**src/design/mtep_pkg.sv**
```systemverilog
// ----------------------------------------------------------------------------
// MIDI track event parser - shared definitions
// Parse state, result record, status codes and stream packing widths.
// ----------------------------------------------------------------------------
package mtep_pkg;

    localparam int MAX_VLQ_BYTES = 4;
    localparam int VLQ_CNT_W     = 3;
    localparam int DELTA_W       = 28;
    localparam int TEMPO_W       = 24;
    localparam int IN_TDATA_W    = 8;
    localparam int OUT_TDATA_W   = 80;

    localparam logic [7:0] ST_SYSEX      = 8'hF0;
    localparam logic [7:0] ST_SYSEX_ESC  = 8'hF7;
    localparam logic [7:0] ST_META       = 8'hFF;
    localparam logic [7:0] ST_ONE_LO     = 8'hC0;
    localparam logic [7:0] ST_ONE_HI     = 8'hDF;
    localparam logic [7:0] META_TEMPO    = 8'h51;
    localparam logic [7:0] META_EOT      = 8'h2F;

    typedef enum logic [6:0] {
        PH_DELTA     = 7'b0000001,
        PH_STATUS    = 7'b0000010,
        PH_DATA      = 7'b0000100,
        PH_META_TYPE = 7'b0001000,
        PH_META_LEN  = 7'b0010000,
        PH_SYSEX_LEN = 7'b0100000,
        PH_SKIP      = 7'b1000000
    } t_phase;

    typedef enum logic [1:0] {
        EV_CHANNEL = 2'd0,
        EV_TEMPO   = 2'd1,
        EV_EOT     = 2'd2,
        EV_ERROR   = 2'd3
    } t_kind;

    typedef struct packed {
        t_phase                 phase;
        logic [DELTA_W-1:0]     delta_acc;
        logic [VLQ_CNT_W-1:0]   vlq_cnt;
        logic [7:0]             running;
        logic [7:0]             current;
        logic [6:0]             held;
        logic [1:0]             needed;
        logic [7:0]             meta_type;
        logic [DELTA_W-1:0]     skip_len;
        logic [TEMPO_W-1:0]     tempo_acc;
        logic                   used_running;
    } t_state;

    localparam t_state STATE_RESET = '{
        phase:        PH_DELTA,
        delta_acc:    '0,
        vlq_cnt:      '0,
        running:      '0,
        current:      '0,
        held:         '0,
        needed:       '0,
        meta_type:    '0,
        skip_len:     '0,
        tempo_acc:    '0,
        used_running: 1'b0
    };

    typedef struct packed {
        t_kind                  kind;
        logic [DELTA_W-1:0]     delta_time;
        logic [7:0]             status_byte;
        logic [6:0]             first_data;
        logic [6:0]             second_data;
        logic [1:0]             data_count;
        logic                   used_running_status;
        logic                   truncated;
        logic [TEMPO_W-1:0]     tempo_value;
    } t_result;

endpackage

```
**src/design/mtep_step.sv**
```systemverilog
// ----------------------------------------------------------------------------
// MIDI track event parser - byte step
// Next parse state and optional result for one track byte.
// ----------------------------------------------------------------------------
module mtep_step #(
    parameter int MAX_VLQ = mtep_pkg::MAX_VLQ_BYTES
) (
    input  mtep_pkg::t_state  i_state,
    input  logic [7:0]        i_data_byte,
    input  logic              i_track_start,
    output mtep_pkg::t_state  o_state,
    output logic              o_res_valid,
    output mtep_pkg::t_result o_res
);
    import mtep_pkg::*;

    function automatic logic [1:0] f_msg_size(input logic [7:0] st);
        return (st >= ST_ONE_LO && st <= ST_ONE_HI) ? 2'd1 : 2'd2;
    endfunction

    function automatic t_state f_to_delta(input t_state st);
        t_state t;
        t              = st;
        t.phase        = PH_DELTA;
        t.delta_acc    = '0;
        t.vlq_cnt      = '0;
        t.used_running = 1'b0;
        t.needed       = '0;
        t.held         = '0;
        return t;
    endfunction

    function automatic t_state f_start(input t_state st, input logic [7:0] b);
        t_state t;
        t              = st;
        t.used_running = 1'b0;
        t.vlq_cnt      = '0;
        t.skip_len     = '0;
        if (b < ST_SYSEX) begin
            t.running = b;
            t.current = b;
            t.held    = '0;
            t.needed  = f_msg_size(b);
            t.phase   = PH_DATA;
        end else if (b == ST_SYSEX || b == ST_SYSEX_ESC) begin
            t.current = b;
            t.phase   = PH_SYSEX_LEN;
        end else if (b == ST_META) begin
            t.current = b;
            t.phase   = PH_META_TYPE;
        end
        return t;
    endfunction

    t_state      s;
    t_state      n;
    t_result     res;
    logic        vld;
    logic        stray;
    logic [1:0]  total;
    logic [1:0]  got;
    logic        body_end;

    always_comb begin
        s     = i_track_start ? STATE_RESET : i_state;
        n     = s;
        res   = '0;
        vld   = 1'b0;
        body_end = 1'b0;
        stray = i_data_byte[7] && (i_data_byte >= ST_SYSEX) && (i_data_byte != ST_SYSEX)
                && (i_data_byte != ST_SYSEX_ESC) && (i_data_byte != ST_META);
        total = f_msg_size(s.current);
        got   = (s.needed <= total) ? total - s.needed : 2'd0;

        unique case (s.phase)
            PH_STATUS: begin
                if (i_data_byte[7]) begin
                    n = f_start(s, i_data_byte);
                    if (stray) begin
                        n               = f_to_delta(n);
                        vld             = 1'b1;
                        res.kind        = EV_ERROR;
                        res.delta_time  = s.delta_acc;
                        res.status_byte = i_data_byte;
                    end
                end else if (s.running == '0) begin
                    n              = f_to_delta(s);
                    vld            = 1'b1;
                    res.kind       = EV_ERROR;
                    res.delta_time = s.delta_acc;
                end else begin
                    n.current      = s.running;
                    n.used_running = 1'b1;
                    n.held         = i_data_byte[6:0];
                    n.needed       = f_msg_size(s.running) - 2'd1;
                    if (f_msg_size(s.running) == 2'd1) begin
                        n                       = f_to_delta(n);
                        vld                     = 1'b1;
                        res.kind                = EV_CHANNEL;
                        res.delta_time          = s.delta_acc;
                        res.status_byte         = s.running;
                        res.first_data          = i_data_byte[6:0];
                        res.data_count          = 2'd1;
                        res.used_running_status = 1'b1;
                    end else begin
                        n.phase = PH_DATA;
                    end
                end
            end
            PH_DATA: begin
                vld                     = 1'b1;
                res.kind                = EV_CHANNEL;
                res.delta_time          = s.delta_acc;
                res.status_byte         = s.current;
                res.used_running_status = s.used_running;
                if (i_data_byte[7]) begin
                    n = f_start(f_to_delta(s), i_data_byte);
                    if (stray) begin
                        n = f_to_delta(n);
                    end
                    res.first_data = (got != 2'd0) ? s.held : 7'd0;
                    res.data_count = got;
                    res.truncated  = 1'b1;
                end else if (got == 2'd0) begin
                    n.held   = i_data_byte[6:0];
                    n.needed = total - 2'd1;
                    if (total == 2'd1) begin
                        n              = f_to_delta(n);
                        res.first_data = i_data_byte[6:0];
                        res.data_count = 2'd1;
                    end else begin
                        vld = 1'b0;
                    end
                end else begin
                    n               = f_to_delta(s);
                    res.first_data  = s.held;
                    res.second_data = i_data_byte[6:0];
                    res.data_count  = 2'd2;
                end
            end
            PH_META_TYPE: begin
                n.meta_type = i_data_byte;
                n.vlq_cnt   = '0;
                n.skip_len  = '0;
                n.phase     = PH_META_LEN;
            end
            PH_META_LEN, PH_SYSEX_LEN: begin
                if (s.vlq_cnt >= VLQ_CNT_W'(MAX_VLQ)) begin
                    n              = f_to_delta(s);
                    vld            = 1'b1;
                    res.kind       = EV_ERROR;
                    res.delta_time = s.delta_acc;
                end else begin
                    n.skip_len = {s.skip_len[DELTA_W-8:0], i_data_byte[6:0]};
                    n.vlq_cnt  = s.vlq_cnt + VLQ_CNT_W'(1);
                    if (!i_data_byte[7]) begin
                        n.vlq_cnt   = '0;
                        n.tempo_acc = '0;
                        if (n.skip_len == '0) begin
                            body_end = 1'b1;
                        end else begin
                            n.phase = PH_SKIP;
                        end
                    end
                end
            end
            PH_SKIP: begin
                n.tempo_acc = {s.tempo_acc[TEMPO_W-9:0], i_data_byte};
                n.skip_len  = s.skip_len - DELTA_W'(1);
                body_end    = (n.skip_len == '0);
            end
            PH_DELTA: begin
                if (s.vlq_cnt >= VLQ_CNT_W'(MAX_VLQ)) begin
                    n              = f_to_delta(s);
                    vld            = 1'b1;
                    res.kind       = EV_ERROR;
                    res.delta_time = s.delta_acc;
                end else begin
                    n.delta_acc = {s.delta_acc[DELTA_W-8:0], i_data_byte[6:0]};
                    n.vlq_cnt   = s.vlq_cnt + VLQ_CNT_W'(1);
                    if (!i_data_byte[7]) begin
                        n.vlq_cnt = '0;
                        n.phase   = PH_STATUS;
                    end
                end
            end
            default: begin
                n = f_to_delta(s);
            end
        endcase

        // end of a sysex or meta body
        if (body_end) begin
            if (n.current == ST_META && n.meta_type == META_TEMPO) begin
                vld             = 1'b1;
                res.kind        = EV_TEMPO;
                res.delta_time  = n.delta_acc;
                res.tempo_value = n.tempo_acc;
            end else if (n.current == ST_META && n.meta_type == META_EOT) begin
                vld            = 1'b1;
                res.kind       = EV_EOT;
                res.delta_time = n.delta_acc;
            end
            n = f_to_delta(n);
        end
    end

    assign o_state     = n;
    assign o_res_valid = vld;
    assign o_res       = res;

endmodule

```
**src/design/midi_track_event_parser.sv**
```systemverilog
// A result is registered after the byte that completes it leaves the input register.
// One track byte per cycle while the result register is free or draining; bytes that
// finish no event give no result. The parse state advances once per byte, set by the
// combinational byte step. Reset (synchronous, i_rst_n low) empties both stages,
// clears running status and returns the parser to waiting for a delta time.
// ----------------------------------------------------------------------------
// MIDI track event parser - top level
// Input register, byte step and result register on stream handshakes.
// ----------------------------------------------------------------------------
module midi_track_event_parser #(
    parameter int MAX_VLQ = mtep_pkg::MAX_VLQ_BYTES
) (
    input  logic                              i_clk,
    input  logic                              i_rst_n,
    input  logic                              s_axis_tvalid,
    output logic                              s_axis_tready,
    input  logic [mtep_pkg::IN_TDATA_W-1:0]   s_axis_tdata,  // [7:0] data_byte
    input  logic                              s_axis_tuser,  // [0] track_start
    output logic                              m_axis_tvalid,
    input  logic                              m_axis_tready,
    // [27:0] delta_time, [35:28] status_byte, [42:36] first_data,
    // [49:43] second_data, [51:50] data_count, [52] used_running_status,
    // [53] truncated, [77:54] tempo_value, [79:78] zero
    output logic [mtep_pkg::OUT_TDATA_W-1:0]  m_axis_tdata,
    output logic [1:0]                        m_axis_tuser   // [1:0] event_kind
);
    import mtep_pkg::*;

    logic        r_in_valid;
    logic [7:0]  r_in_byte;
    logic        r_in_start;
    t_state      r_state;
    t_state      n_state;
    logic        r_out_valid;
    t_result     r_out;
    t_result     n_res;
    logic        n_res_valid;
    logic        advance;

    assign advance       = r_in_valid && (!r_out_valid || m_axis_tready);
    assign s_axis_tready = !r_in_valid || advance;

    mtep_step #(
        .MAX_VLQ (MAX_VLQ)
    ) u_step (
        .i_state       (r_state),
        .i_data_byte   (r_in_byte),
        .i_track_start (r_in_start),
        .o_state       (n_state),
        .o_res_valid   (n_res_valid),
        .o_res         (n_res)
    );

    always_ff @(posedge i_clk) begin
        if (!i_rst_n) begin
            r_in_valid <= 1'b0;
        end else if (s_axis_tready) begin
            r_in_valid <= s_axis_tvalid;
        end
    end

    always_ff @(posedge i_clk) begin
        if (s_axis_tready && s_axis_tvalid) begin
            r_in_byte  <= s_axis_tdata;
            r_in_start <= s_axis_tuser;
        end
    end

    always_ff @(posedge i_clk) begin
        if (!i_rst_n) begin
            r_state <= STATE_RESET;
        end else if (advance) begin
            r_state <= n_state;
        end
    end

    always_ff @(posedge i_clk) begin
        if (!i_rst_n) begin
            r_out_valid <= 1'b0;
        end else if (m_axis_tready || !r_out_valid) begin
            r_out_valid <= advance && n_res_valid;
        end
    end

    always_ff @(posedge i_clk) begin
        if (advance && n_res_valid) begin
            r_out <= n_res;
        end
    end

    assign m_axis_tvalid = r_out_valid;
    assign m_axis_tuser  = r_out.kind;
    assign m_axis_tdata  = {2'b00, r_out.tempo_value, r_out.truncated,
                            r_out.used_running_status, r_out.data_count,
                            r_out.second_data, r_out.first_data,
                            r_out.status_byte, r_out.delta_time};

    a_vlq_bound: assert property (@(posedge i_clk) disable iff (!i_rst_n)
        r_state.vlq_cnt <= VLQ_CNT_W'(MAX_VLQ))
        else $error("quantity byte count beyond limit");

    a_data_status: assert property (@(posedge i_clk) disable iff (!i_rst_n)
        (r_state.phase == PH_DATA) |-> (r_state.current[7] && r_state.current < ST_SYSEX
                                        && r_state.needed != 2'd0))
        else $error("collecting data without a channel status");

    a_meta_fields: assert property (@(posedge i_clk) disable iff (!i_rst_n)
        (r_out_valid && r_out.kind != EV_CHANNEL) |->
            (r_out.data_count == 2'd0 && !r_out.truncated && !r_out.used_running_status))
        else $error("non-channel result carries message fields");

    a_trunc_count: assert property (@(posedge i_clk) disable iff (!i_rst_n)
        (r_out_valid && r_out.truncated) |-> (r_out.data_count != 2'd2))
        else $error("truncated message with full data");

    a_tempo_only: assert property (@(posedge i_clk) disable iff (!i_rst_n)
        (r_out_valid && r_out.kind != EV_TEMPO) |-> (r_out.tempo_value == '0))
        else $error("tempo value on a non-tempo result");

endmodule

```
**config.mk**
```make
export PLATFORM = sky130hd
export DESIGN_NAME = midi_track_event_parser
export DESIGN_NICKNAME = d
export VERILOG_FILES = /design/src/design/mtep_pkg.sv /design/src/design/mtep_step.sv /design/src/design/midi_track_event_parser.sv
export SDC_FILE = /design/constraint.sdc
export NUM_CORES = 1
export LEC_CHECK = 0
export BUFFER_PORTS_ARGS = -buffer_cell sky130_fd_sc_hd__buf_4
export CORE_UTILIZATION = 40
export CTS_CLUSTER_SIZE = 25
export DETAILED_ROUTE_END_ITERATION = 6
export PLACE_DENSITY = 0.54
export SYNTH_ARGS = -nofsm -noshare
export SYNTH_HDL_FRONTEND = slang
export SYNTH_SLANG_ARGS = --single-unit
export TNS_END_PERCENT = 5
```
**constraint.sdc**
```tcl
create_clock -name i_clk -period 7.8 [get_ports i_clk]
set_input_delay 1.56 -clock i_clk [delete_from_list [all_inputs] [get_ports i_clk]]
set_output_delay 1.56 -clock i_clk [all_outputs]
set_load 0.1 [all_outputs]
```
# ---- After elaboration in Yosys (flattened, before gate mapping)
# Index checks and enable logic that the tools add are counted.
dict set report classes {
  addsub 5
  magnitude_cmp 10
  n_eq_ne 18
  n_mux 95
  bitwise_logic 1
  n_reduce_logical 27
}
# operator n
set op_table {}
lappend op_table {{124-bit two-way mux} 8}
lappend op_table {{28-bit case mux with 6 select lines} 1}
lappend op_table {{30-bit two-way mux} 5}
lappend op_table {{28-bit case mux with 5 select lines} 1}
lappend op_table {{45-bit two-way mux} 3}
lappend op_table {{25-bit case mux with 5 select lines} 1}
lappend op_table {{120-bit two-way mux} 1}
lappend op_table {{24-bit case mux with 5 select lines} 1}
lappend op_table {{117-bit two-way mux} 1}
lappend op_table {{38-bit two-way mux} 3}
lappend op_table {{7-bit two-way mux} 14}
lappend op_table {{30-bit case mux with 3 select lines} 1}
lappend op_table {{70-bit two-way mux} 1}
lappend op_table {{8-bit two-way mux} 8}
lappend op_table {{28-bit zero test} 2}
lappend op_table {{52-bit two-way mux} 1}
lappend op_table {{43-bit two-way mux} 1}
lappend op_table {{7-bit case mux with 6 select lines} 1}
lappend op_table {{8-bit case mux with 5 select lines} 1}
lappend op_table {{8-bit equality test, second input constant} 4}
lappend op_table {{8-bit >= comparator, second input constant} 4}
lappend op_table {{15-bit case mux with 2 select lines} 1}
lappend op_table {{28-bit two-way mux} 1}
lappend op_table {{28-bit by 1-bit subtractor with 28-bit output, second input constant} 1}
lappend op_table {{41 further kinds} 90}
dict set report totals {
  regBits 215
  output_inout_bits 84
}

# ---- Logic depth before layout (Yosys ltp)
dict set report depth {
  word_depth 16
  ltp_mapped 20
  ltp_nobuf 12
}

# ---- Modules after synthesis
# A second synthesis with hierarchy kept.
dict set report hier_totals {
  cells_unflattened 1476
  area_unflattened_um2 12673.4
}
# mod instances cells_per_inst area_each_um2
set modules_own_cells {}
lappend modules_own_cells {midi_track_event_parser 1 643 7770.0}
lappend modules_own_cells {mtep_step 1 833 4903.5}

# ---- Worst setup path after synthesis
# OpenSTA, ideal clock, no wires.
dict set report synth_path {
  path_type {register to register}
  start {register r_in_start}
  end {register r_out (netlist bit m_axis_tdata[0]) (enable)}
  setup_ns 0.452
  t_arrival_ns 5.836
  t_required_ns 7.348
  setup_slack_ns 1.512
  path_stages_with_launch 19
  path_cell_list {edfxtp_1 -> clkbuf_1 -> buf_2 -> buf_2 -> buf_2 -> clkbuf_1 -> clkbuf_1 -> nor2b_1 -> inv_1 -> ha_1 -> clkbuf_1 -> inv_1 -> a21oi_1 -> o21ai_1 -> a221o_1 -> nor3_4 -> a41oi_1 -> nor2_2 -> o31a_1}
}
dict set report synth_via {
  elab_chain_cells 16
  elab_cells_between_ends 69
  classes_between {add/sub (2); order compare (6); eq/ne (12); mux (37); reduce/logical (12)}
}
# item line
set synth_rtl {}
lappend synth_rtl {{start: declaration} midi_track_event_parser.sv:31} ;# logic r_in_start;
lappend synth_rtl {{start signal: assignment} midi_track_event_parser.sv:65} ;# r_in_start <= s_axis_tuser;
lappend synth_rtl {{124-bit two-way mux (*)} mtep_step.sv:65} ;# s = i_track_start ? STATE_RESET : i_state;
lappend synth_rtl {{8-bit >= comparator or 8-bit <= comparator (tied branches)} mtep_step.sv:18} ;# return (st >= ST_ONE_LO && st <= ST_ONE_HI) ? 2'd1 : 2'd2;
lappend synth_rtl {{1-bit logical AND} mtep_step.sv:18}
lappend synth_rtl {{2-bit two-way mux} mtep_step.sv:18}
lappend synth_rtl {{2-bit subtractor or 2-bit <= comparator (tied branches)} mtep_step.sv:73} ;# got = (s.needed <= total) ? total - s.needed : 2'd0;
lappend synth_rtl {{2-bit two-way mux} mtep_step.sv:73}
lappend synth_rtl {{2-bit zero test} mtep_step.sv:124} ;# end else if (got == 2'd0) begin
lappend synth_rtl {{124-bit two-way mux} mtep_step.sv:124}
lappend synth_rtl {{124-bit two-way mux} mtep_step.sv:116} ;# if (i_data_byte[7]) begin
lappend synth_rtl {{25-bit case mux with 5 select lines or 8-bit case mux with 5 select lines (tied branches)} mtep_step.sv:75} ;# unique case (s.phase)
lappend synth_rtl {{8-bit equality test or 8-bit by 6-bit equality test with 1-bit output (tied branches)} {mtep_step.sv:194, mtep_step.sv:199}}
lappend synth_rtl {{1-bit logical AND} mtep_step.sv:199} ;# end else if (n.current == ST_META && n.meta_type == META_EOT) begin
lappend synth_rtl {{1-bit two-way mux} mtep_step.sv:199}
lappend synth_rtl {{1-bit two-way mux} mtep_step.sv:194} ;# if (n.current == ST_META && n.meta_type == META_TEMPO) begin
lappend synth_rtl {{1-bit two-way mux (*)} mtep_step.sv:193} ;# if (body_end) begin
lappend synth_rtl {{1-bit logical AND (*)} midi_track_event_parser.sv:86} ;# if (advance && n_res_valid) begin
lappend synth_rtl {{end signal: assignment} midi_track_event_parser.sv:87} ;# r_out <= n_res;
lappend synth_rtl {{end: declaration} midi_track_event_parser.sv:35} ;# t_result r_out;
# Mark *: on every way between the ends. The rest lies on a longest branch, timed or not.
# A chain may end at the register's enable or synchronous reset.

# ---- Worst setup path in the final report
dict set report layout_path {
  start {register r_in_start}
  end {register r_out (netlist bit m_axis_tdata[76]) (enable)}
}
# Same word-level chain as after synthesis.

==> results.md <==
* Worst-path fanout max at 44
* Reg clk slew, reported paths at approximately 60 ps
* Crit Path Category: flop to flop
* Full die area at roughly 0.029 sq mm
* Root Buffer: clkbuf_16
* Die Ht at about 170 microns
* Sequential share of power at between 40 and 50%
* Met1 usage at 34.65%
* Top_reg_cell synth: dfxtp_1
* Final global-route overflow total at 0
* Sequential area share after synthesis at between 40% and 50%
* Mapped cell area at ~0.011 sq mm
* Lkg Pwr at about 0.0047 uW
* Iteration count of the initial detailed-routing pass at 5
* Worst path bufs/invs at 2
* Total CTS buffers at 25
* CTS Hold Bufs at 0
* Pwr Density at around 190 mW/mm^2
* RSZ-0062 raised after global routing: false
* Required time worst endpoint at 7990 ps
* Setup TNS at 0 ps
* PortBufs at 94
* DRC at 0
* CTS H-Tree Depth at 1
* Mean Syn Cell Area at roughly 8.9 sq um
* Largest net degree at the start of global routing at 74
* Core area at roughly 0.028 sq mm
* Initial Util at 40.80%
* Clk pwr share at 46.6%
* Switching share of total power at 23.72%
* Gate power share at about 6.5%
* MaxCap Viol Count at 0
* Yosys reg bits at around 220
* Placed Cells at ~1700
* P_sw at approximately 600 uW
* Via count at a little over 10000
* Total GRT Usage at 25.01%
* Actual slew at the worst max-slew pin at 1069 ps
* Post-DRT Antenna Nets at 0
* Clock sink total at ~220
* CTS resizes at 0
* Int Power at around 1900 uW
* Post-layout minimum cycle time at roughly 5000 ps
* DR WL/cell at 21.58 microns
* Area of the multi-input gates at 0.005637 sq mm
* Cell variety after synth at 87
* First DRT Iteration DRCs at about 1000
* CP endpoint kind: flop
* Yosys warns at 0
* Final setup violation count at 0
* Rel. slew slack at between 20% and 30%
* Pins over their slew limit at 0
* Placer Congestion at a little under 1
* Die Wd at ~170 microns
* Fillcell total at 2733
* Cell chain of the critical path: inv_1, nand2_1, ha_1, nor2b_1, and4_1, a311oi_1, and4b_1, a41oi_1, nor2_2, o31a_2, buf_12
* Ratio of final minimum period to clock period at ~63%
* Worst hold margin at around 460 ps
* Grt met3 use at ~4.6%
* Largest stage delay on the critical path at 840 ps
* ANT cells at 0
* Initial antenna violation count at 0
* Layout area overhead at 15.05%
* Peak Freq at 0.2034 GHz
* Outcome: finished, final reports clean
* Most frequent cells in the layout: 185 x nor2_1, 126 x dfxtp_1, 117 x buf_4
* Met2 usage at 39.91%
* Clock tree buffer depth at 3
* Fin nets at ~1300
* Async S/R FF share, synth at 0%
* GR peak layer: met2
* Row count at 61
* Crit path DAT at 5110 ps
* Sequential Area at between 0.005 and 0.006 sq mm
* Final Skew at approximately 20 ps
* Most common cell after layout, fill and taps aside: nor2_1
* Final Hold Fails at 0
* Post-synth EDFFs at 89
* Post-Syn Instances at between 1000 and 1500
* Slowest cell on crit path: o31a_2
* Worst setup SP type: flop
* Drt total wl at roughly 37 mm
* Setup Buffers After CTS at 0
* Ports at between 90 and 100
* Layout Cells excl Fill at 1695
* Clk_lat worst skew at 530 ps
* Share of cells above drive strength 1 at ~14%
* DPL Wire Length at around 25 mm
* Worst Hold Class: flop to flop
* VDD IR-drop max at between 0.0001 and 0.00015 V
* Global-route wire length before repair at 56.63 mm
* Number of global-route vias before repair at 9644
* Top delay family on crit path: simple AND/OR/NAND/NOR gates
* CTS tree: yes
* Routed vias/inst at about 6
## power by group through the flow
stage	combinational, uW	sequential, uW	clock, uW
5_1_grt	175	1190	1250
6_report	164	1190	1180
4_1_cts	161	1190	1200
3_3_place_gp	162	1210	0
3_5_place_dp	160	1210	0
2_1_floorplan	114	1200	0
## stage by stage
stage | power [uW] | utilization, % | area (sq um) | setup slack [ps]
2_1_floorplan | 1315 | - | 11370 | 1512
3_3_place_gp | 1373 | 43.98 | 12250 | 3037
3_5_place_dp | 1371 | 43.98 | 12250 | 2938
4_1_cts | 2548 | 46.94 | 13080 | 2914
5_1_grt | 2611 | 46.94 | 13080 | 2528
6_report | 2530 | 46.94 | 13080 | 2884
## synthesized netlist by cell type (21+ instances only)
master	instances	share of area, %
a21oi_1	71	3.1
a22o_1	37	2.9
a22oi_1	94	6.2
and2_1	33	1.8
clkbuf_1	89	2.9
dfxtp_1	126	22
edfxtp_1	89	24
nand2_1	74	2.4
nand3_1	26	1.1
nand4_1	25	1.4
nor2_1	186	6.1
nor2b_1	30	1.7
nor3_1	26	1.1
nor4_1	21	1.2
o21ai_0	63	2.8
## state kept, by name, indices dropped and copies added (netlist names)
register / cells
m_axis_tdata: 78
m_axis_tuser: 2
m_axis_tvalid: 1
r_in_byte: 8
r_in_start: 1
r_in_valid: 1
r_state: 124
## tightest hold or removal path, delay by kind of cell, from the launching register on
kind	cells	cell delay (ps)
flip-flops	1	300
AO/OA/AOI/OAI	1	60
AND/OR/NAND/NOR	1	50
## cell type report
type                       count  area share, %
timing repair buffer         118          6.870
clock buffer                  35          5.301
tap                          378          3.617
multi-input combinational    926          43.11
sequential                   215          39.73
inverter                      13         0.3732
clock inverter                10          1.005
## path summary, 6_finish.rpt
| check | start | end | slack, ps | cells past startpoint |
|---|---|---|---|---|
| worst min-delay path | r_state[61] | r_state[61] | 460 | 2 |
| worst max register to register | r_in_start | m_axis_tdata[76] | 2880 | 11 |
| worst max-delay path | r_in_start | m_axis_tdata[76] | 2880 | 11 |
| worst min register to register | r_state[61] | r_state[61] | 460 | 2 |
## logic make-up (layout without fill, tap and decap cells)
group           Yosys count  count (layout)  share of synthesized area [%]
compound gates          386             386                          23.48
xor+xnor                 12              12                         0.9908
fa+ha+maj                 5               5                         0.5504
buf+inv                 132             176                          4.833
flops                   215             215                          45.71
mux                      17              17                          1.508
other cells               1               2                        0.03299
simple gates            504             504                          22.90
## per-layer routing
layer	wire length, microns	vias to the layer above
met1	16480	4914
met5	0	-
met2	16390	443
met4	736	0
met3	2967	52
li1	-	4805
Note: power is estimated with default switching activity, not from simulation.
